<file path="src/rtl/dde_pkg.sv">
package dde_pkg;

    localparam int unsigned VALUE_W = 14;
    localparam int unsigned DIGIT_W = 4;
    localparam int unsigned CURSOR_W = 2;
    localparam int unsigned COLUMN_W = 7;
    localparam int unsigned COUNT_W = 3;
    localparam int unsigned CFG_ADDR_W = 2;
    localparam int unsigned CFG_DATA_W = 14;
    localparam int unsigned REM_W = 10;

    localparam logic [VALUE_W-1:0] VALUE_WRAP = 14'd10000;
    localparam logic [DIGIT_W-1:0] DIGIT_MAX = 4'd9;

    localparam logic [VALUE_W-1:0] MIN_VALUE_RST = 14'd0;
    localparam logic [VALUE_W-1:0] MAX_VALUE_RST = 14'd9999;
    localparam logic [COUNT_W-1:0] DIGIT_COUNT_RST = 3'd4;
    localparam logic [CURSOR_W-1:0] DOT_POSITION_RST = 2'd0;

    typedef enum logic [CFG_ADDR_W-1:0] {
        CFG_MIN_VALUE    = 2'd0,
        CFG_MAX_VALUE    = 2'd1,
        CFG_DIGIT_COUNT  = 2'd2,
        CFG_DOT_POSITION = 2'd3
    } t_cfg_addr;

    typedef enum logic [1:0] {
        KIND_LOAD_MIN   = 2'd0,
        KIND_LOAD_VALUE = 2'd1,
        KIND_ADVANCE    = 2'd2,
        KIND_STEP       = 2'd3
    } t_kind;

    typedef struct packed {
        t_kind                kind;
        logic                 direction;
        logic [VALUE_W-1:0]   load_value;
    } t_in_item;

    typedef struct packed {
        logic [VALUE_W-1:0]   current_value;
        logic [DIGIT_W-1:0]   digit_ones;
        logic [DIGIT_W-1:0]   digit_tens;
        logic [DIGIT_W-1:0]   digit_hundreds;
        logic [DIGIT_W-1:0]   digit_thousands;
        logic [CURSOR_W-1:0]  cursor;
        logic [COLUMN_W-1:0]  cursor_column;
        logic                 rejected;
    } t_out_item;

    // live configuration, register file to front and edit stages
    typedef struct packed {
        logic [VALUE_W-1:0]   min_value;
        logic [VALUE_W-1:0]   max_value;
        logic [COUNT_W-1:0]   digit_count;
        logic [CURSOR_W-1:0]  dot_position;
    } t_cfg;

    // item after the front stage: load source already reduced mod 10000,
    // thousands digit split off
    typedef struct packed {
        t_kind                kind;
        logic                 direction;
        logic [VALUE_W-1:0]   value;
        logic [DIGIT_W-1:0]   thousands;
        logic [REM_W-1:0]     rem;
    } t_front;

    // quotient by 1000 of a 14-bit value (0..16), parallel compares
    function automatic logic [4:0] div1000(input logic [VALUE_W-1:0] v);
        logic [4:0] q;
        q = 5'd0;
        for (int k = 1; k <= 16; k++) begin
            if (v >= 14'(k * 1000)) q = 5'(k);
        end
        return q;
    endfunction

    function automatic logic [DIGIT_W-1:0] div100(input logic [REM_W-1:0] v);
        logic [DIGIT_W-1:0] q;
        q = 4'd0;
        for (int k = 1; k <= 9; k++) begin
            if (v >= 10'(k * 100)) q = 4'(k);
        end
        return q;
    endfunction

    function automatic logic [DIGIT_W-1:0] div10(input logic [6:0] v);
        logic [DIGIT_W-1:0] q;
        q = 4'd0;
        for (int k = 1; k <= 9; k++) begin
            if (v >= 7'(k * 10)) q = 4'(k);
        end
        return q;
    endfunction

    function automatic logic [VALUE_W-1:0] weight(input logic [CURSOR_W-1:0] pos);
        logic [VALUE_W-1:0] w;
        case (pos)
            2'd0:    w = 14'd1;
            2'd1:    w = 14'd10;
            2'd2:    w = 14'd100;
            default: w = 14'd1000;
        endcase
        return w;
    endfunction

    function automatic logic [VALUE_W-1:0] weight9(input logic [CURSOR_W-1:0] pos);
        logic [VALUE_W-1:0] w;
        case (pos)
            2'd0:    w = 14'd9;
            2'd1:    w = 14'd90;
            2'd2:    w = 14'd900;
            default: w = 14'd9000;
        endcase
        return w;
    endfunction

    // 73 - 11 per position, 11 more from the dot position on
    function automatic logic [COLUMN_W-1:0] column(input logic [CURSOR_W-1:0] pos,
                                                   input logic [CURSOR_W-1:0] dot);
        int col;
        col = 73 - 11 * int'(pos);
        if (pos >= dot) col = col - 11;
        return 7'(col);
    endfunction

endpackage

</file>
<file path="src/rtl/dde_front.sv">
module dde_front (
    input  logic                      i_clk,
    input  logic                      i_rst_n,
    input  logic                      i_in_valid,
    output logic                      o_in_stall,
    input  dde_pkg::t_in_item         i_in_item,
    input  logic [dde_pkg::VALUE_W-1:0] i_min_value,
    input  logic                      i_take,
    output logic                      o_s1_valid,
    output dde_pkg::t_front           o_s1
);

    logic                            r_valid;
    dde_pkg::t_front                 r_s1;
    dde_pkg::t_front                 n_s1;
    logic [dde_pkg::VALUE_W-1:0]     w_src;
    logic [4:0]                      w_q;
    logic                            w_load;

    // stage is free when empty or its beat moves on this cycle
    assign o_in_stall = r_valid && !i_take;
    assign w_load     = !o_in_stall;

    always_comb begin
        w_src = (i_in_item.kind == dde_pkg::KIND_LOAD_MIN) ? i_min_value
                                                          : i_in_item.load_value;
        w_q = dde_pkg::div1000(w_src);
        n_s1.kind      = i_in_item.kind;
        n_s1.direction = i_in_item.direction;
        n_s1.value     = (w_src >= dde_pkg::VALUE_WRAP) ? w_src - dde_pkg::VALUE_WRAP
                                                        : w_src;
        n_s1.thousands = (w_q >= 5'd10) ? 4'(w_q - 5'd10) : w_q[3:0];
        n_s1.rem       = 10'(w_src - 14'(int'(w_q) * 1000));
    end

    always_ff @(posedge i_clk) begin
        if (!i_rst_n) begin
            r_valid <= 1'b0;
        end else if (w_load) begin
            r_valid <= i_in_valid;
        end
    end

    always_ff @(posedge i_clk) begin
        if (w_load && i_in_valid) begin
            r_s1 <= n_s1;
        end
    end

    assign o_s1_valid = r_valid;
    assign o_s1       = r_s1;

endmodule

</file>
<file path="src/rtl/dde_core.sv">
module dde_core (
    input  logic               i_clk,
    input  logic               i_rst_n,
    input  logic               i_s1_valid,
    input  dde_pkg::t_front    i_s1,
    input  dde_pkg::t_cfg      i_cfg,
    output logic               o_take,
    output logic               o_out_valid,
    input  logic               i_out_stall,
    output dde_pkg::t_out_item o_out_item
);

    logic [dde_pkg::DIGIT_W-1:0]  r_digits [4];
    logic [dde_pkg::DIGIT_W-1:0]  n_digits [4];
    logic [dde_pkg::VALUE_W-1:0]  r_value;
    logic [dde_pkg::VALUE_W-1:0]  n_value;
    logic [dde_pkg::CURSOR_W-1:0] r_cursor;
    logic [dde_pkg::CURSOR_W-1:0] n_cursor;
    logic                         r_out_valid;
    dde_pkg::t_out_item           r_out;

    logic                         w_out_free;
    logic                         w_rejected;
    logic [dde_pkg::DIGIT_W-1:0]  w_digit;
    logic [dde_pkg::DIGIT_W-1:0]  w_new_digit;
    logic [dde_pkg::VALUE_W-1:0]  w_new_value;
    logic [dde_pkg::DIGIT_W-1:0]  w_hund;
    logic [6:0]                   w_rem100;
    logic [dde_pkg::DIGIT_W-1:0]  w_tens;
    logic [dde_pkg::DIGIT_W-1:0]  w_ones;
    logic [dde_pkg::COUNT_W-1:0]  w_next;

    assign w_out_free = !r_out_valid || !i_out_stall;
    assign o_take     = i_s1_valid && w_out_free;

    always_comb begin
        // low digits of a load
        w_hund   = dde_pkg::div100(i_s1.rem);
        w_rem100 = 7'(i_s1.rem - 10'(int'(w_hund) * 100));
        w_tens   = dde_pkg::div10(w_rem100);
        w_ones   = 4'(w_rem100 - 7'(int'(w_tens) * 10));

        w_digit     = r_digits[r_cursor];
        w_new_digit = w_digit;
        w_new_value = r_value;
        w_next      = {1'b0, r_cursor} + 3'd1;
        w_rejected  = 1'b0;

        n_digits = r_digits;
        n_value  = r_value;
        n_cursor = r_cursor;

        unique case (i_s1.kind) inside
            dde_pkg::KIND_LOAD_MIN, dde_pkg::KIND_LOAD_VALUE: begin
                n_digits[0] = w_ones;
                n_digits[1] = w_tens;
                n_digits[2] = w_hund;
                n_digits[3] = i_s1.thousands;
                n_value     = i_s1.value;
                n_cursor    = '0;
            end
            dde_pkg::KIND_ADVANCE: begin
                if (w_next >= i_cfg.digit_count || w_next > 3'd3) begin
                    n_cursor = '0;
                end else begin
                    n_cursor = w_next[1:0];
                end
            end
            dde_pkg::KIND_STEP: begin
                // digit wraps without carry; value moves by the digit weight, or by nine times it on a wrap
                if (i_s1.direction) begin
                    if (w_digit >= dde_pkg::DIGIT_MAX) begin
                        w_new_digit = '0;
                        w_new_value = r_value - dde_pkg::weight9(r_cursor);
                    end else begin
                        w_new_digit = w_digit + 4'd1;
                        w_new_value = r_value + dde_pkg::weight(r_cursor);
                    end
                end else begin
                    if (w_digit == '0) begin
                        w_new_digit = dde_pkg::DIGIT_MAX;
                        w_new_value = r_value + dde_pkg::weight9(r_cursor);
                    end else begin
                        w_new_digit = w_digit - 4'd1;
                        w_new_value = r_value - dde_pkg::weight(r_cursor);
                    end
                end
                if (w_new_value < i_cfg.min_value || w_new_value > i_cfg.max_value) begin
                    w_rejected = 1'b1;
                end else begin
                    n_digits[r_cursor] = w_new_digit;
                    n_value            = w_new_value;
                end
            end
            default: begin
            end
        endcase
    end

    always_ff @(posedge i_clk) begin
        if (!i_rst_n) begin
            r_digits    <= '{default: '0};
            r_value     <= '0;
            r_cursor    <= '0;
            r_out_valid <= 1'b0;
        end else begin
            if (o_take) begin
                r_digits <= n_digits;
                r_value  <= n_value;
                r_cursor <= n_cursor;
            end
            if (w_out_free) begin
                r_out_valid <= i_s1_valid;
            end
        end
    end

    always_ff @(posedge i_clk) begin
        if (o_take) begin
            r_out.current_value   <= n_value;
            r_out.digit_ones      <= n_digits[0];
            r_out.digit_tens      <= n_digits[1];
            r_out.digit_hundreds  <= n_digits[2];
            r_out.digit_thousands <= n_digits[3];
            r_out.cursor          <= n_cursor;
            r_out.cursor_column   <= dde_pkg::column(n_cursor, i_cfg.dot_position);
            r_out.rejected        <= w_rejected;
        end
    end

    assign o_out_valid = r_out_valid;
    assign o_out_item  = r_out;

endmodule

</file>
<file path="src/rtl/decimal_digit_entry_editor_core.sv">
// Four-digit decimal entry editor.
//
// Input channel: i_in_valid / o_in_stall carry one edit beat (kind, direction,
// load_value). Output channel: o_out_valid / i_out_stall carry one result beat
// per input beat, in order: value, four digits, cursor, pixel column, reject.
// A beat moves at a clock edge with valid high and stall low.
//
// A beat accepted at the input passes the front register, then the result
// register. The front register splits off the thousands digit of a load,
// the edit register holds the digits and cursor and writes the result register.
// Throughput: one beat per cycle while the output is not stalled.
//
// Stalls: the result register holds while i_out_stall is high; the front
// register still takes one more beat, then o_in_stall rises.
//
// Reset (synchronous, active low): digits and cursor zero, pipeline empty,
// limits 0..9999, four digits, dot position 0. Config writes through
// i_cfg_we / i_cfg_addr / i_cfg_data belong only where the block is idle.
module decimal_digit_entry_editor_core (
    input  logic                           i_clk,
    input  logic                           i_rst_n,
    input  logic                           i_in_valid,
    output logic                           o_in_stall,
    input  dde_pkg::t_in_item              i_in_item,
    output logic                           o_out_valid,
    input  logic                           i_out_stall,
    output dde_pkg::t_out_item             o_out_item,
    input  logic                           i_cfg_we,
    input  logic [dde_pkg::CFG_ADDR_W-1:0] i_cfg_addr,
    input  logic [dde_pkg::CFG_DATA_W-1:0] i_cfg_data
);

    dde_pkg::t_cfg   r_cfg;
    dde_pkg::t_front w_s1;
    logic            w_s1_valid;
    logic            w_take;

    // register file: each write replaces one register with the low bits of i_cfg_data
    always_ff @(posedge i_clk) begin
        if (!i_rst_n) begin
            r_cfg.min_value    <= dde_pkg::MIN_VALUE_RST;
            r_cfg.max_value    <= dde_pkg::MAX_VALUE_RST;
            r_cfg.digit_count  <= dde_pkg::DIGIT_COUNT_RST;
            r_cfg.dot_position <= dde_pkg::DOT_POSITION_RST;
        end else if (i_cfg_we) begin
            unique case (dde_pkg::t_cfg_addr'(i_cfg_addr))
                dde_pkg::CFG_MIN_VALUE:    r_cfg.min_value    <= i_cfg_data;
                dde_pkg::CFG_MAX_VALUE:    r_cfg.max_value    <= i_cfg_data;
                dde_pkg::CFG_DIGIT_COUNT:  r_cfg.digit_count  <= i_cfg_data[2:0];
                dde_pkg::CFG_DOT_POSITION: r_cfg.dot_position <= i_cfg_data[1:0];
                default: begin
                end
            endcase
        end
    end

    // front: load source select, mod 10000, thousands split
    dde_front u_front (
        .i_clk       (i_clk),
        .i_rst_n     (i_rst_n),
        .i_in_valid  (i_in_valid),
        .o_in_stall  (o_in_stall),
        .i_in_item   (i_in_item),
        .i_min_value (r_cfg.min_value),
        .i_take      (w_take),
        .o_s1_valid  (w_s1_valid),
        .o_s1        (w_s1)
    );

    // edit: digit state, cursor, range check, result register
    dde_core u_core (
        .i_clk       (i_clk),
        .i_rst_n     (i_rst_n),
        .i_s1_valid  (w_s1_valid),
        .i_s1        (w_s1),
        .i_cfg       (r_cfg),
        .o_take      (w_take),
        .o_out_valid (o_out_valid),
        .i_out_stall (i_out_stall),
        .o_out_item  (o_out_item)
    );

`ifndef SYNTH
    // input side backs up only when the result register is full and held
    a_stall_cause: assert property (@(posedge i_clk) disable iff (!i_rst_n)
        o_in_stall |-> (o_out_valid && i_out_stall))
        else $error("input stalled without output backpressure");

    // shown value always matches the shown digits
    a_value_digits: assert property (@(posedge i_clk) disable iff (!i_rst_n)
        o_out_valid |-> (o_out_item.current_value ==
            14'(int'(o_out_item.digit_thousands) * 1000
              + int'(o_out_item.digit_hundreds) * 100
              + int'(o_out_item.digit_tens) * 10
              + int'(o_out_item.digit_ones))))
        else $error("current_value disagrees with digits");

    // every digit stays decimal
    a_digits_decimal: assert property (@(posedge i_clk) disable iff (!i_rst_n)
        o_out_valid |-> (o_out_item.digit_ones <= dde_pkg::DIGIT_MAX
                      && o_out_item.digit_tens <= dde_pkg::DIGIT_MAX
                      && o_out_item.digit_hundreds <= dde_pkg::DIGIT_MAX
                      && o_out_item.digit_thousands <= dde_pkg::DIGIT_MAX))
        else $error("digit out of decimal range");

    // column follows the cursor and the dot position
    a_column: assert property (@(posedge i_clk) disable iff (!i_rst_n)
        (o_out_valid && !i_cfg_we) |-> (o_out_item.cursor_column ==
            dde_pkg::column(o_out_item.cursor, r_cfg.dot_position)))
        else $error("cursor_column does not match cursor");
`endif

endmodule
</file>
<file path="config.mk">
export PLATFORM = sky130hd
export DESIGN_NAME = decimal_digit_entry_editor_core
export DESIGN_NICKNAME = d
export VERILOG_FILES = /design/src/rtl/dde_pkg.sv /design/src/rtl/dde_front.sv /design/src/rtl/dde_core.sv /design/src/rtl/decimal_digit_entry_editor_core.sv
export SDC_FILE = /design/constraint.sdc
export NUM_CORES = 1
export LEC_CHECK = 0
export ABC_CLOCK_PERIOD_IN_PS = 6470
export BUFFER_PORTS_ARGS = -buffer_cell sky130_fd_sc_hd__buf_2
export CAP_MARGIN = 20
export CELL_PAD_IN_SITES_DETAIL_PLACEMENT = 1
export CELL_PAD_IN_SITES_GLOBAL_PLACEMENT = 1
export CORE_MARGIN = 8
export CORE_UTILIZATION = 43
export DETAILED_ROUTE_END_ITERATION = 8
export PLACE_DENSITY = 0.81
export SKIP_LAST_GASP = 1
export SYNTH_ARGS = -nofsm -noshare
export SYNTH_HDL_FRONTEND = slang
export SYNTH_SLANG_ARGS = --single-unit
</file>
<file path="constraint.sdc">
create_clock -name i_clk -period 6.47 [get_ports i_clk]
set_input_delay 0.647 -clock i_clk [delete_from_list [all_inputs] [get_ports i_clk]]
set_output_delay 0.647 -clock i_clk [all_outputs]
set_load 0.02 [all_outputs]
</file>
[Word-level counts from Yosys, hierarchy flattened]
Index checks and enable logic that the tools add are counted.
Operators by class
  $mul: 4
  divide/modulo/power cells: 0
  add/subtract/negate cells: 14
  eq/ne operators: 8
  order comparisons: 43
  multiplexer cells: 73
  shifts and indexed selects: 0
  bitwise logic cells: 1
  reduce and logical (&&, ||, !) cells: 21
Operator list (number)
  $mux 14: 19
  $mux 4: 29
  $ge 14x14->1 const B: 8
  $ge 14x13->1 const B: 4
  $pmux 14 s3: 1
  $ge 10x10->1 const B: 4
  $pmux 16 s2: 1
  $ge 10x9->1 const B: 3
  $pmux 10 s3: 1
  $add 14x14->14: 2
  $ge 14x12->1 const B: 2
  $pmux 14 s2: 1
  $sub 14x14->14: 2
  $ge 7x6->1 const B: 3
  $ge 7x7->1 const B: 3
  $bwmux 16: 1
  $mux 16: 1
  $mux 3: 5
  $ge 14x10->1 const B: 1
  $ge 14x11->1 const B: 1
  $ge 7x5->1 const B: 2
  $gt 14x14->1: 1
  $lt 14x14->1: 1
  $sub 14x14->14 const B: 1
  40 further kinds: 67
Storage, ports and cells
  input bits: 38
  bits in writable memories: 0
  memory bits (read-only): 0
  memories kept: 0
  word-level logic and storage cells: 189
  flip-flop bits (word level): 138
  latch bits: 0
  output and inout bits: 42

[Logic depth before layout (Yosys ltp)]
Gate-level depths: netlist of run 1.
  depth after elaboration: 25
  depth in mapped cells: 33
  mapped depth without buffers: 28

[Hierarchy]
From an unflattened synthesis of run 1, not the netlist that was laid out.
Second synthesis, totals
  cells, all modules: 1213
  area, all modules: 10627.7 um^2
Modules (own cells, without submodules)
  dde_core: instances 1, area each 6418.7 um^2, sequential area each 1861.8 um^2, cells each 774
  dde_front: instances 1, area each 2875.3 um^2, sequential area each 860.8 um^2, cells each 303
  decimal_digit_entry_editor_core: instances 1, area each 1333.8 um^2, sequential area each 660.6 um^2, cells each 136

[Worst setup path before layout of run 1]
OpenSTA, ideal clock, no wires.
  path kind: flip-flop to flip-flop
  start point: reg u_core.r_cursor[0] in the netlist's numbering
  end point: reg u_core.r_value[3] in the netlist's numbering
  required time: 6.394 ns
  slack: -0.291 ns
  library setup time: 0.076 ns
  data arrival time: 6.685 ns
  cell stages (with the launch flop): 31
  path buffers: 4
  period minus slack after synthesis: 6.761 ns
  cell sequence: dfxtp_1 -> buf_2 -> mux4_2 -> inv_1 -> ha_1 -> inv_1 -> or3_1 -> clkbuf_1 -> mux2i_1 -> ha_1 -> nor3b_2 -> and2_1 -> o41ai_1 -> or3_1 -> ha_1 -> and2_1 -> a31o_2 -> o31ai_1 -> o21ai_0 -> xnor2_1 -> ha_1 -> nand4_1 -> a221oi_1 -> o21ai_0 -> a21boi_1 -> and2_1 -> buf_4 -> buf_2 -> mux2i_1 -> a211o_1 -> a21boi_0
On the way
  word-level cells in the longest chain between the ends: 13
  elaborated cells between the ends (all ways): 36
  classes of those cells: add/sub: 4; order compare: 3; eq/ne: 2; mux: 23; bitwise: 1; reduce/logical: 3
Ends and longest elaborated chain
  start: declaration: line dde_core.sv:17  | logic [dde_pkg::CURSOR_W-1:0] r_cursor;
  start signal: assignment: line dde_core.sv:110  | r_cursor <= n_cursor;
  $eq 2x2->1, or another cell as far along: line dde_pkg.sv:99, dde_pkg.sv:110
  $pmux 10 s3 / $pmux 14 s3 (equally long branches): line dde_pkg.sv:99, dde_pkg.sv:110
  $mux 14, on equally long branches: line dde_core.sv:80, dde_core.sv:72
  $mux 14: line dde_core.sv:71  | if (i_s1.direction) begin
  $mux 14: line dde_core.sv:53  | unique case (i_s1.kind) inside
  $sub 14x14->14, or another cell as far along: line dde_core.sv:85  | w_new_value = r_value - dde_pkg::weight(r_cursor);
  $mux 14, on equally long branches: line dde_core.sv:80, dde_core.sv:72
  $mux 14 *: line dde_core.sv:71
  $mux 14 *: line dde_core.sv:53
  $lt 14x14->1 / $gt 14x14->1 (equally long branches): line dde_core.sv:88  | if (w_new_value < i_cfg.min_value || w_new_value > i_cfg.max_value) begin
  $logic_or 1x1->1: line dde_core.sv:88
  $mux 14 *: line dde_core.sv:88
  $pmux 14 s2 *: line dde_core.sv:53
  end signal: assignment: line dde_core.sv:109  | r_value <= n_value;
  end: declaration: line dde_core.sv:15  | logic [dde_pkg::VALUE_W-1:0] r_value;
Mark *: on every way between the ends. The rest lies on a longest branch, timed or not. The select of a mux whose other input is x is not followed.
A chain may end at the register's enable or synchronous reset.

==> impl_metrics.yaml, run 1 <==
yosys:
  synth_top_area_cell: "edfxtp_1"
  post_synth_and_or_nand_nor_area_fraction: 0.161
  combinational_family_with_the_most_area_after_synthesis: "compound AO/OA/AOI/OAI gates"
  synth.area.mux_share: 0.0486
  synthFlopType: "edfxtp_1"
  synth.most_common_cell: "nand2_1"
  post_synth_num_cell_types: 100
  syn-num-nets: 1333
  synth-edff-count: 68
  synth_compound_area_frac: 0.235
  post_synth_inst_count: 1194
  ys_seq_area_frac: 0.324
  ys_seq_elements: 135
  synthArstFlopShare: 0
  mappedNetlistArea_mm2: 0.0105
  adder_cell_share_of_the_synthesized_area: 0.128
  most_used_standard_cells_in_the_synthesized_netlist: "134 x nand2_1, 98 x a21oi_1, 96 x inv_1, 93 x ha_1, 68 x edfxtp_1"
  avg_inst_size_synth_um2: 8.76
  post_synth_xor_area_fraction: 0.0409
  yosysWarnings: 0
  yosys.area.top_type_share: 0.195
  yosys-top-cells-area: "edfxtp_1 20%, dfxtp_1 13%, ha_1 11%"
worst_setup_path:
  critical_path.slowest_cell: "mux4_2"
  cpPeakStageDelay_ns: 0.55
  required_ns: 6.64
  path_class: "reg2reg"
  arrival_ns: 6.53
  path_delay_family: "simple AND/OR/NAND/NOR gates"
  worst-path-buf-inv: 4
  critical_path_peak_fanout: 5
  timing.critical_path.to_type: "flip-flop"
  cp-start-kind: "flip-flop"
placement:
  dpl.hpwl_um: 25200
  placed_cell_area_mm2: 0.0114
  dp_worst_setup_slack_ns: -0.160
  dp.cells: 1591
  io_buffer_count: 79
  place_congestion: 0.945
floorplan:
  floorplan.rows: 57
  fp.dieW_um: 172
  die_height_um: 172
  initial_standard_cell_utilization_of_the_core: 0.434
  floorplan.core_area_mm2: 0.0241
  boundaryPins: 80
  die_area_mm2: 0.0296
cts:
  cts_hold_bufs: 0
  cts-root-buf: "clkbuf_16"
  cts_made_buffers: 17
  clock_latency_ns: 0.43
  cts.sinks: 135
  cts-root-to-sink-buffers: 2
  cts_tree: "yes"
  cts.reportedPaths.clkPinSlew_ns: 0.06
  cts_htree_levels: 4
pwr:
  cellPowerDensity_mw_per_mm2: 470
  vdd_ir_drop_max_mv: 0.414
  internal_power_mw: 3.24
  share_clk_of_total_power: 0.178
  p_seq_frac: 0.207
  switching_fraction: 0.442
  total_switching_power_mw: 2.56
  comb_power_share: 0.615
  leakage_nw: 5.20
sta:
  finalWorstPathRequiredPeriod_ns: 6.36
  hold_ws_ns: 0.389
  setup_tns_ns: 0
  finalMaxSlewViolations: 0
  maxSlewHeadroom: 0.410
  worstMarginPinSlew_ns: 0.879
  fmaxAchievable_mhz: 157
  fin_crit_sh: 0.983
  fin_worst_skew_ns: 0.0109
  setup_violation_total_in_the_final_timing_report: 0
  postLayoutSetupSlackWorst_ns: 0.110
  finalHoldViolCount: 0
layout:
  drive_gt1_frac: 0.193
  final.fill_count: 2876
  layout.cell_area.non_filler_mm2: 0.0123
  syn_to_final_growth_pct: 18.1
  insertedDiodeCount: 0
  final_nets: 1438
  finish.cell_count_without_fillers: 1636
routing:
  wire_per_inst_um: 21.6
  drc: 0
  drt-vias-per-instance: 5.97
  number_of_violations_reported_at_the_end_of_detailed_routing_iteration_0: 697
  ant_nets: 0
  detailroute.via_count: 9768
  drt-pass1-iter-count: 7
  detail_route.wirelength_um: 35300
global_routing:
  grt_max_degree: 72
  grt_pass1_wl_um: 53200
  via_count_of_the_first_global_routing_pass: 9748
  gr-usage-all-layers: 0.227
  globalRoute.totalOverflow: 0
  antenna_found_initial: 0
hold_path:
  holdCritPathClass: "in2reg"
outcome:
  status: "complete, no violations"
run:
  drv_cap: 0
-- state kept, by name, indices dropped and copies added, names as in the netlist, named ones only --
signal              count
u_core.r_cursor         2
u_front.o_s1           28
u_front.o_s1_valid      1
u_core.r_value         14
u_core.o_out_valid      1
r_cfg                  33
u_core.r_digits        16
u_core.o_out_item      39
-- final timing paths --
| path | startpoint | end | slack (ns) | cells past startpoint |
|---|---|---|---|---|
| min reg2reg | r_cfg[17] | r_cfg[17] | 0.47 | 2 |
| max | u_core.r_cursor[0] | u_core.o_out_item[25] | 0.11 | 28 |
| max reg2reg | u_core.r_cursor[0] | u_core.o_out_item[25] | 0.11 | 28 |
| min | i_in_item[14] | u_front.o_s1[28] | 0.39 | 1 |
-- power by group through the flow --
stage / Combinational [mW] / Clock (mW) / Sequential (mW)
after global routing: 3.89 / 1.08 / 1.21
after detailed placement: 3.25 / 0 / 1.21
after global placement: 3.10 / 0 / 1.21
final: 3.57 / 1.03 / 1.20
after floorplan: 2.41 / 0 / 1.21
after CTS: 3.33 / 1.05 / 1.20
-- logic make-up (layout without fill, tap and decap cells) --
group | Yosys count | in the layout
flops | 135 | 135
compound gates | 366 | 366
xor+xnor | 48 | 48
other cells | 2 | 2
simple gates | 338 | 338
fa+ha+maj | 102 | 102
buf+inv | 158 | 276
mux | 45 | 45
-- cells in the final DEF, fill, tap and decap left out, types with 6 or more instances in the layout --
cell type  synthesis  layout
o21a_1            16      16
a21oi_1           98      93
xor2_1            11      10
nor3_1            12      11
a211o_1           11      11
nand2b_1          17      17
fa_1               8       8
nor4_1            12      11
a21boi_0          35      31
o21ai_1            9      11
a21o_1            12      12
o22ai_1           11      11
o211ai_1          16      16
or2_2              6       6
o31ai_1            9       8
inv_1             96      94
o21ba_2            6       6
buf_4              3      61
nor2b_1           12      11
a31oi_1           14      14
xnor2_1           36      33
nand2_1          134     134
o211a_1            7       7
clkbuf_16          0      19
and2_1             8       7
edfxtp_1          68      68
buf_2             11      79
dfxtp_1           67      66
o21ai_0           64      60
nand3_1           25      23
mux2i_1           37      33
nor2_1            61      60
ha_1              93      90
inv_2              3       6
-- per-layer routing --
| metal | vias to the layer above | track usage | share of wire |
|---|---|---|---|
| li1 | 4516 | - | - |
| met1 | 4845 | 0.283 | 0.42 |
| met2 | 333 | 0.400 | 0.50 |
| met3 | 74 | 0.0377 | 0.054 |
| met4 | 0 | 0.0637 | 0.026 |
| met5 | - | 0 | 0 |
-- cell type report --
class,instances,area (µm²),area share
clock buffer,23,510,0.0413
clock inverter,9,109,0.00882
inverter,100,375,0.0304
multi-input combinational,901,6650,0.539
sequential,135,3390,0.274
tap,324,405,0.0328
timing repair buffer,144,910,0.0737
-- metrics by stage --
stage	power, mW	utilization
after detailed placement	4.46	0.472
after global routing	6.18	0.512
after global placement	4.31	0.472
after CTS	5.58	0.500
after floorplan	3.62	-
final	5.80	0.512
-- repair_timing --
action,CTS,global route
pin swaps,2,15
resized for setup,9,44
setup buffers,4,8
endpoints found under the setup margin,50,60
hold endpoints to repair,0,0
Power figures use the tool's default switching activity.
==> run 2, diff against run 1 <==
SYNTH_HIERARCHICAL = 1   (was not set)
==> run 2 against run 1 <==
Effect of this change: the flow now finishes with violations (setup timing); clock-buffer cell count fell by 6; largest cell class unchanged; routed wire length up 8.8%; cell area is 4.2% higher; highest routed layer unchanged; fmax decreased by 4.0%; cell count is 1.9% higher; non-clock buffer count grew 19; via count is 3.5% higher; critical endpoint is now u_core/r_value[2].
==> impl_metrics.yaml, run 2 <==
outcome:
  status: "finished with violations"
  violations: "setup timing"
yosys:
  post_synth_num_cell_types: 110
  synth.most_common_cell: "nand2_1"
  yosysWarnings: 6
  yosys.area.top_type_share: 0.192
  post_synth_inst_count: 1213
  ys_seq_area_frac: 0.318
  synth-edff-count: 68
  mappedNetlistArea_mm2: 0.0106
  synthFlopType: "edfxtp_1"
  avg_inst_size_synth_um2: 8.76
  most_used_standard_cells_in_the_synthesized_netlist: "126 x nand2_1, 103 x a21oi_1, 97 x nor2_1, 93 x inv_1, 84 x ha_1"
  ys_seq_elements: 135
  yosys-top-cells-area: "edfxtp_1 19%, dfxtp_1 13%, ha_1 9.9%"
  synthArstFlopShare: 0
  synth_top_area_cell: "edfxtp_1"
  syn-num-nets: 1343
pwr:
  p_total_mw: 7.02
  switching_fraction: 0.462
  vdd_ir_drop_max_mv: 0.523
  p_seq_frac: 0.177
  comb_power_share: 0.674
  share_clk_of_total_power: 0.148
  cellPowerDensity_mw_per_mm2: 546
  internal_power_mw: 3.78
  leakage_nw: 5.30
  total_switching_power_mw: 3.24
layout:
  largest_reg_flops: 39
  layout.cells.most_common: "nand2_1"
  final_cell_mix: "121 x nand2_1, 93 x nor2_1, 89 x inv_1, 89 x a21oi_1, 79 x buf_2"
  final_nets: 1460
  registers.top_by_ff_count: "u_core/o_out_item"
  postLayoutCoreUtil: 0.529
  insertedDiodeCount: 0
  layout.cell_area.non_filler_mm2: 0.0129
  drive_gt1_frac: 0.247
  finish.cell_count_without_fillers: 1667
  syn_to_final_growth_pct: 21.0
  final.fill_count: 2791
worst_setup_path:
  required_ns: 6.81
  cpPeakStageDelay_ns: 0.52
  critical_path.slowest_cell: "mux4_2"
  path_class: "reg2reg"
  worst-path-buf-inv: 4
  timing.critical_path.to_type: "flip-flop"
  critical_path_peak_fanout: 8
  cp_common_cell: "a21oi_2"
  arrival_ns: 6.96
  path_delay_family: "compound AO/OA/AOI/OAI gates"
  cp-start-kind: "flip-flop"
routing:
  drc: 0
  drt-vias-per-instance: 6.06
  drt-pass1-iter-count: 6
  detail_route.wirelength_um: 38400
  wire_per_inst_um: 23.0
  ant_nets: 0
  detailroute.via_count: 10100
  number_of_violations_reported_at_the_end_of_detailed_routing_iteration_0: 810
global_routing:
  globalRoute.totalOverflow: 0
  antenna_found_initial: 0
  grt_pass1_wl_um: 56300
  grt_max_degree: 83
  via_count_of_the_first_global_routing_pass: 10300
  gr-usage-all-layers: 0.231
sta:
  fin_crit_sh: 1.02
  finalHoldViolCount: 0
  worstMarginPinSlew_ns: 1.16
  finalMaxSlewViolations: 0
  finalWorstPathRequiredPeriod_ns: 6.62
  postLayoutSetupSlackWorst_ns: -0.154
  fmaxAchievable_mhz: 151
  unrepaired_setup_endpoints_after_global_routing: "yes"
  setup_violation_total_in_the_final_timing_report: 20
  maxSlewHeadroom: 0.224
  fin_worst_skew_ns: 0.0108
cts:
  cts.reportedPaths.clkPinSlew_ns: 0.07
  cts-root-to-sink-buffers: 2
  cts.sinks: 135
  cts_tree: "yes"
  cts_made_buffers: 17
  cts_hold_bufs: 0
  clock_latency_ns: 0.43
  cts-root-buf: "clkbuf_16"
  cts_htree_levels: 4
floorplan:
  initial_standard_cell_utilization_of_the_core: 0.437
  die_area_mm2: 0.0300
  floorplan.rows: 57
  boundaryPins: 80
  fp.dieW_um: 173
  floorplan.core_area_mm2: 0.0243
  die_height_um: 173
placement:
  dp.cells: 1625
  dpl.hpwl_um: 25900
  place_congestion: 0.905
  placed_cell_area_mm2: 0.0117
  dp_worst_setup_slack_ns: -0.348
  io_buffer_count: 79
run:
  drv_cap: 0
hold_path:
  holdCritPathClass: "in2reg"
[run 2: cell types whose count changed in the layout (fill, tap and decap cells not counted), sizes merged, moves of 10 or more]
cell and change:
nor2 +38, a21boi -28, buf +20, mux2i +18, nand3 -15, nand4b +10
[run 2: worst paths after layout]
check | slack, ns | to | start | cells after the start
max | -0.15 | u_core/r_value[2] | u_core/r_cursor[1] | 32
min | 0.43 | u_front/o_s1[28] | i_in_item[14] | 1
max reg2reg | -0.15 | u_core/r_value[2] | u_core/r_cursor[1] | 32
min reg2reg | 0.46 | r_cfg[9] | r_cfg[9] | 2
[run 2: power by group through the flow]
stage,clock [mW],combinational (mW),sequential (mW)
after floorplan,0,2.89,1.25
after global placement,0,3.94,1.24
after detailed placement,0,4.11,1.25
after CTS,1.04,4.24,1.23
after global routing,1.08,5.14,1.25
final,1.04,4.73,1.25
[run 2: cell type report]
| cell class | count | area, µm² | area share |
|---|---|---|---|
| clock inverters | 15 | 190 | 0.0148 |
| flip-flops and latches | 135 | 3390 | 0.263 |
| well taps | 324 | 405 | 0.0315 |
| multi-input cells | 918 | 7000 | 0.544 |
| inverters | 95 | 357 | 0.0277 |
| clock buffers | 17 | 425 | 0.0331 |
| repair buffers | 163 | 1100 | 0.0854 |
[run 2: logic make-up after synthesis]
| kind of cell | Yosys count | share of synthesized area |
|---|---|---|
| and+or+nand+nor | 365 | 0.171 |
| AOI/OAI and AO/OA | 343 | 0.216 |
| buffers and inverters | 160 | 0.0663 |
| DFF | 135 | 0.318 |
| adders and majority gates | 97 | 0.119 |
| muxes | 67 | 0.0705 |
| xor gates and xnor gates | 45 | 0.0389 |
| other | 1 | 0.000353 |
[run 2: through the flow]
step | TNS (ns) | hold slack (ns)
floorplan | 0 | 0.435
global placement | -0.115 | 0.444
detailed placement | -13.82 | 0.453
CTS | 0 | 0.427
global route | -17.19 | 0.424
finish | -0.809 | 0.432
[run 2: timing repair]
action                     CTS  global route
buffers inserted             1            10
pin swaps                    7            57
resized for setup           23           116
gates cloned                 0             0
setup endpoints to repair   60            60
[run 2: per-layer routing]
layer	wire, µm	share of wire	global-route usage	up-vias
met5	0	0	0	-
met2	19100	0.50	0.398	394
met4	1670	0.044	0.0999	0
met3	1970	0.051	0.0427	124
met1	15700	0.41	0.279	4979
li1	-	-	-	4609
==> run 3, diff against run 2 <==
CORE_MARGIN = 4   (was 8)
==> run 3 against run 2 <==
Effect of this change: clock-buffer cell count increased by 3; fmax decreased by 4.2%; critical endpoint is now u_core/r_value[4]; largest cell class unchanged; sequential power about the same; highest routed layer unchanged; clock power about the same; worst hold slack got worse by 0.029 ns; the run still ends with setup timing left; power increased by 6.1%.
==> impl_metrics.yaml, run 3 (synthesized netlist as in run 2, its figures left out) <==
sta:
  setup_violation_total_in_the_final_timing_report: 60
  fin_worst_skew_ns: 0.0141
  maxSlewHeadroom: 0.260
  finalMaxSlewViolations: 0
  postLayoutSetupSlackWorst_ns: -0.441
  finalWorstPathRequiredPeriod_ns: 6.91
  hold_ws_ns: 0.402
  finalHoldViolCount: 0
  fin_crit_sh: 1.07
  unrepaired_setup_endpoints_after_global_routing: "yes"
  worstMarginPinSlew_ns: 1.11
  fmaxAchievable_mhz: 145
routing:
  detailroute.via_count: 10600
  drc: 0
  ant_nets: 0
  detail_route.wirelength_um: 41900
  wire_per_inst_um: 24.7
  number_of_violations_reported_at_the_end_of_detailed_routing_iteration_0: 1048
  drt-vias-per-instance: 6.25
  drt-pass1-iter-count: 6
worst_setup_path:
  cpPeakStageDelay_ns: 0.43
  arrival_ns: 7.19
  critical_path_peak_fanout: 13
  cp.depth: 33
  worst_setup_path_startpoint: "u_core/r_cursor[0]"
  path_delay_family: "simple AND/OR/NAND/NOR gates"
  worstReg2RegEnd: "u_core/r_value[4]"
  r2r.worst_path.cells: 33
  worstReg2RegStart: "u_core/r_cursor[0]"
  cp-start-kind: "flip-flop"
  rrSetupSlack_ns: -0.44
  crit_path_end: "u_core/r_value[4]"
  critical_path.slowest_cell: "or4_1"
  worst-path-buf-inv: 9
  path_class: "reg2reg"
  timing.critical_path.to_type: "flip-flop"
  required_ns: 6.74
outcome:
  violations: "setup timing"
  status: "finished with violations"
layout:
  multi_input_comb_area_mm2: 0.00726
  layout.cells.most_common: "nand2_1"
  syn_to_final_growth_pct: 25.5
  final_nets: 1492
  registers.top_by_ff_count: "u_core/o_out_item"
  drive_gt1_frac: 0.292
  insertedDiodeCount: 0
  final.fill_count: 2799
  largest_reg_flops: 39
  area.sequential_mm2: 0.00339
  final_cell_mix: "114 x nand2_1, 105 x buf_4, 90 x nor2_1"
hold_path:
  holdCritPathClass: "in2reg"
floorplan:
  die_height_um: 165
  floorplan.core_area_mm2: 0.0243
  initial_standard_cell_utilization_of_the_core: 0.437
  boundaryPins: 80
  floorplan.rows: 57
  fp.dieW_um: 165
  die_area_mm2: 0.0273
pwr:
  cellPowerDensity_mw_per_mm2: 558
  vdd_ir_drop_max_mv: 0.499
  leakage_nw: 5.50
run:
  drv_cap: 0
cts:
  cts_hold_bufs: 0
  clock_latency_ns: 0.44
  cts-root-buf: "clkbuf_16"
  cts_htree_levels: 4
  cts_tree: "yes"
  cts-root-to-sink-buffers: 2
  cts.sinks: 135
  cts.reportedPaths.clkPinSlew_ns: 0.07
  cts_made_buffers: 17
placement:
  io_buffer_count: 79
  place_congestion: 0.942
  dp_worst_setup_slack_ns: -0.407
  dpl.hpwl_um: 26300
global_routing:
  grt_max_degree: 83
  antenna_found_initial: 0
  gr-usage-all-layers: 0.278
  globalRoute.totalOverflow: 0
  grt_pass1_wl_um: 59400
  via_count_of_the_first_global_routing_pass: 10600
-- run 3: cell count changes in the layout (fill, tap and decap cells not counted), moves of 4 or more --
cell	before	now
buf_4	71	105
a21oi_1	89	82
nand2_1	121	114
o21ai_2	9	19
ha_4	5	10
a21oi_2	16	20
o21ai_1	23	14
ha_1	77	72
nand2_2	5	11
-- run 3: worst register-to-register path, delay by kind of cell (launching register included) --
family                   cells  cell delay, ns
AND/OR/NAND/NOR             11            2.03
adder cells (fa/ha/maj)      4            1.06
buffers and inverters        9            1.42
flip-flops                   1            0.42
XOR/XNOR                     1            0.19
AO/OA/AOI/OAI                8            1.65
-- run 3: area by class of cell --
class,count,share of cell area
multi-input combinational,918,0.544
sequential,135,0.254
timing repair buffer,195,0.0999
clock buffer,20,0.0375
tap,324,0.0304
inverter,95,0.0267
clock inverter,12,0.00760
-- run 3: report_power, final --
part           switching (mW)  internal [mW]  leakage (nW)  total, mW
clock                   0.437          0.570         0.300       1.01
sequential              0.132           1.11          1.20       1.25
combinational            2.97           2.22          4.00       5.19
-- run 3: metal layers --
metal / track usage / wire (µm) / up-vias
met5: 0 / 0 / -
met4: 0.115 / 2540 / 0
met3: 0.0499 / 2340 / 180
met2: 0.486 / 20700 / 492
met1: 0.336 / 16300 / 5265
li1: - / - / 4680
-- run 3: what timing repair did --
item | CTS | global route
setup endpoints to repair | 60 | 60
resized for setup | 59 | 122
cloned | 1 | 0
pin swaps | 22 | 57
buffers inserted | 14 | 12
-- run 3: per-stage QoR --
| stage | total power [mW] | instances | TNS (ns) | util | area [µm²] |
|---|---|---|---|---|---|
| after global routing | 7.83 | 1699 | -26.46 | 0.549 | 13300 |
| after global placement | 5.24 | 1645 | -5.66 | 0.486 | 11800 |
| final | 7.45 | 1699 | -16.03 | 0.549 | 13300 |
| after floorplan | 4.14 | 1213 | 0 | - | 10600 |
| after CTS | 6.77 | 1691 | -0.00230 | 0.525 | 12800 |
| after detailed placement | 5.43 | 1645 | -16.19 | 0.486 | 11800 |
-- run 3: how the worst min path moves through the flow --
stage               slack (ns)  cells after the start     startpoint                to
global placement          0.44                      2      r_cfg[16]         r_cfg[16]
detailed placement        0.46                      2      r_cfg[10]         r_cfg[10]
floorplan                 0.43                      2      r_cfg[10]         r_cfg[10]
global route              0.39                      1  i_in_item[14]  u_front/o_s1[28]
finish                    0.40                      1  i_in_item[14]  u_front/o_s1[28]
CTS                       0.39                      1  i_in_item[14]  u_front/o_s1[28]
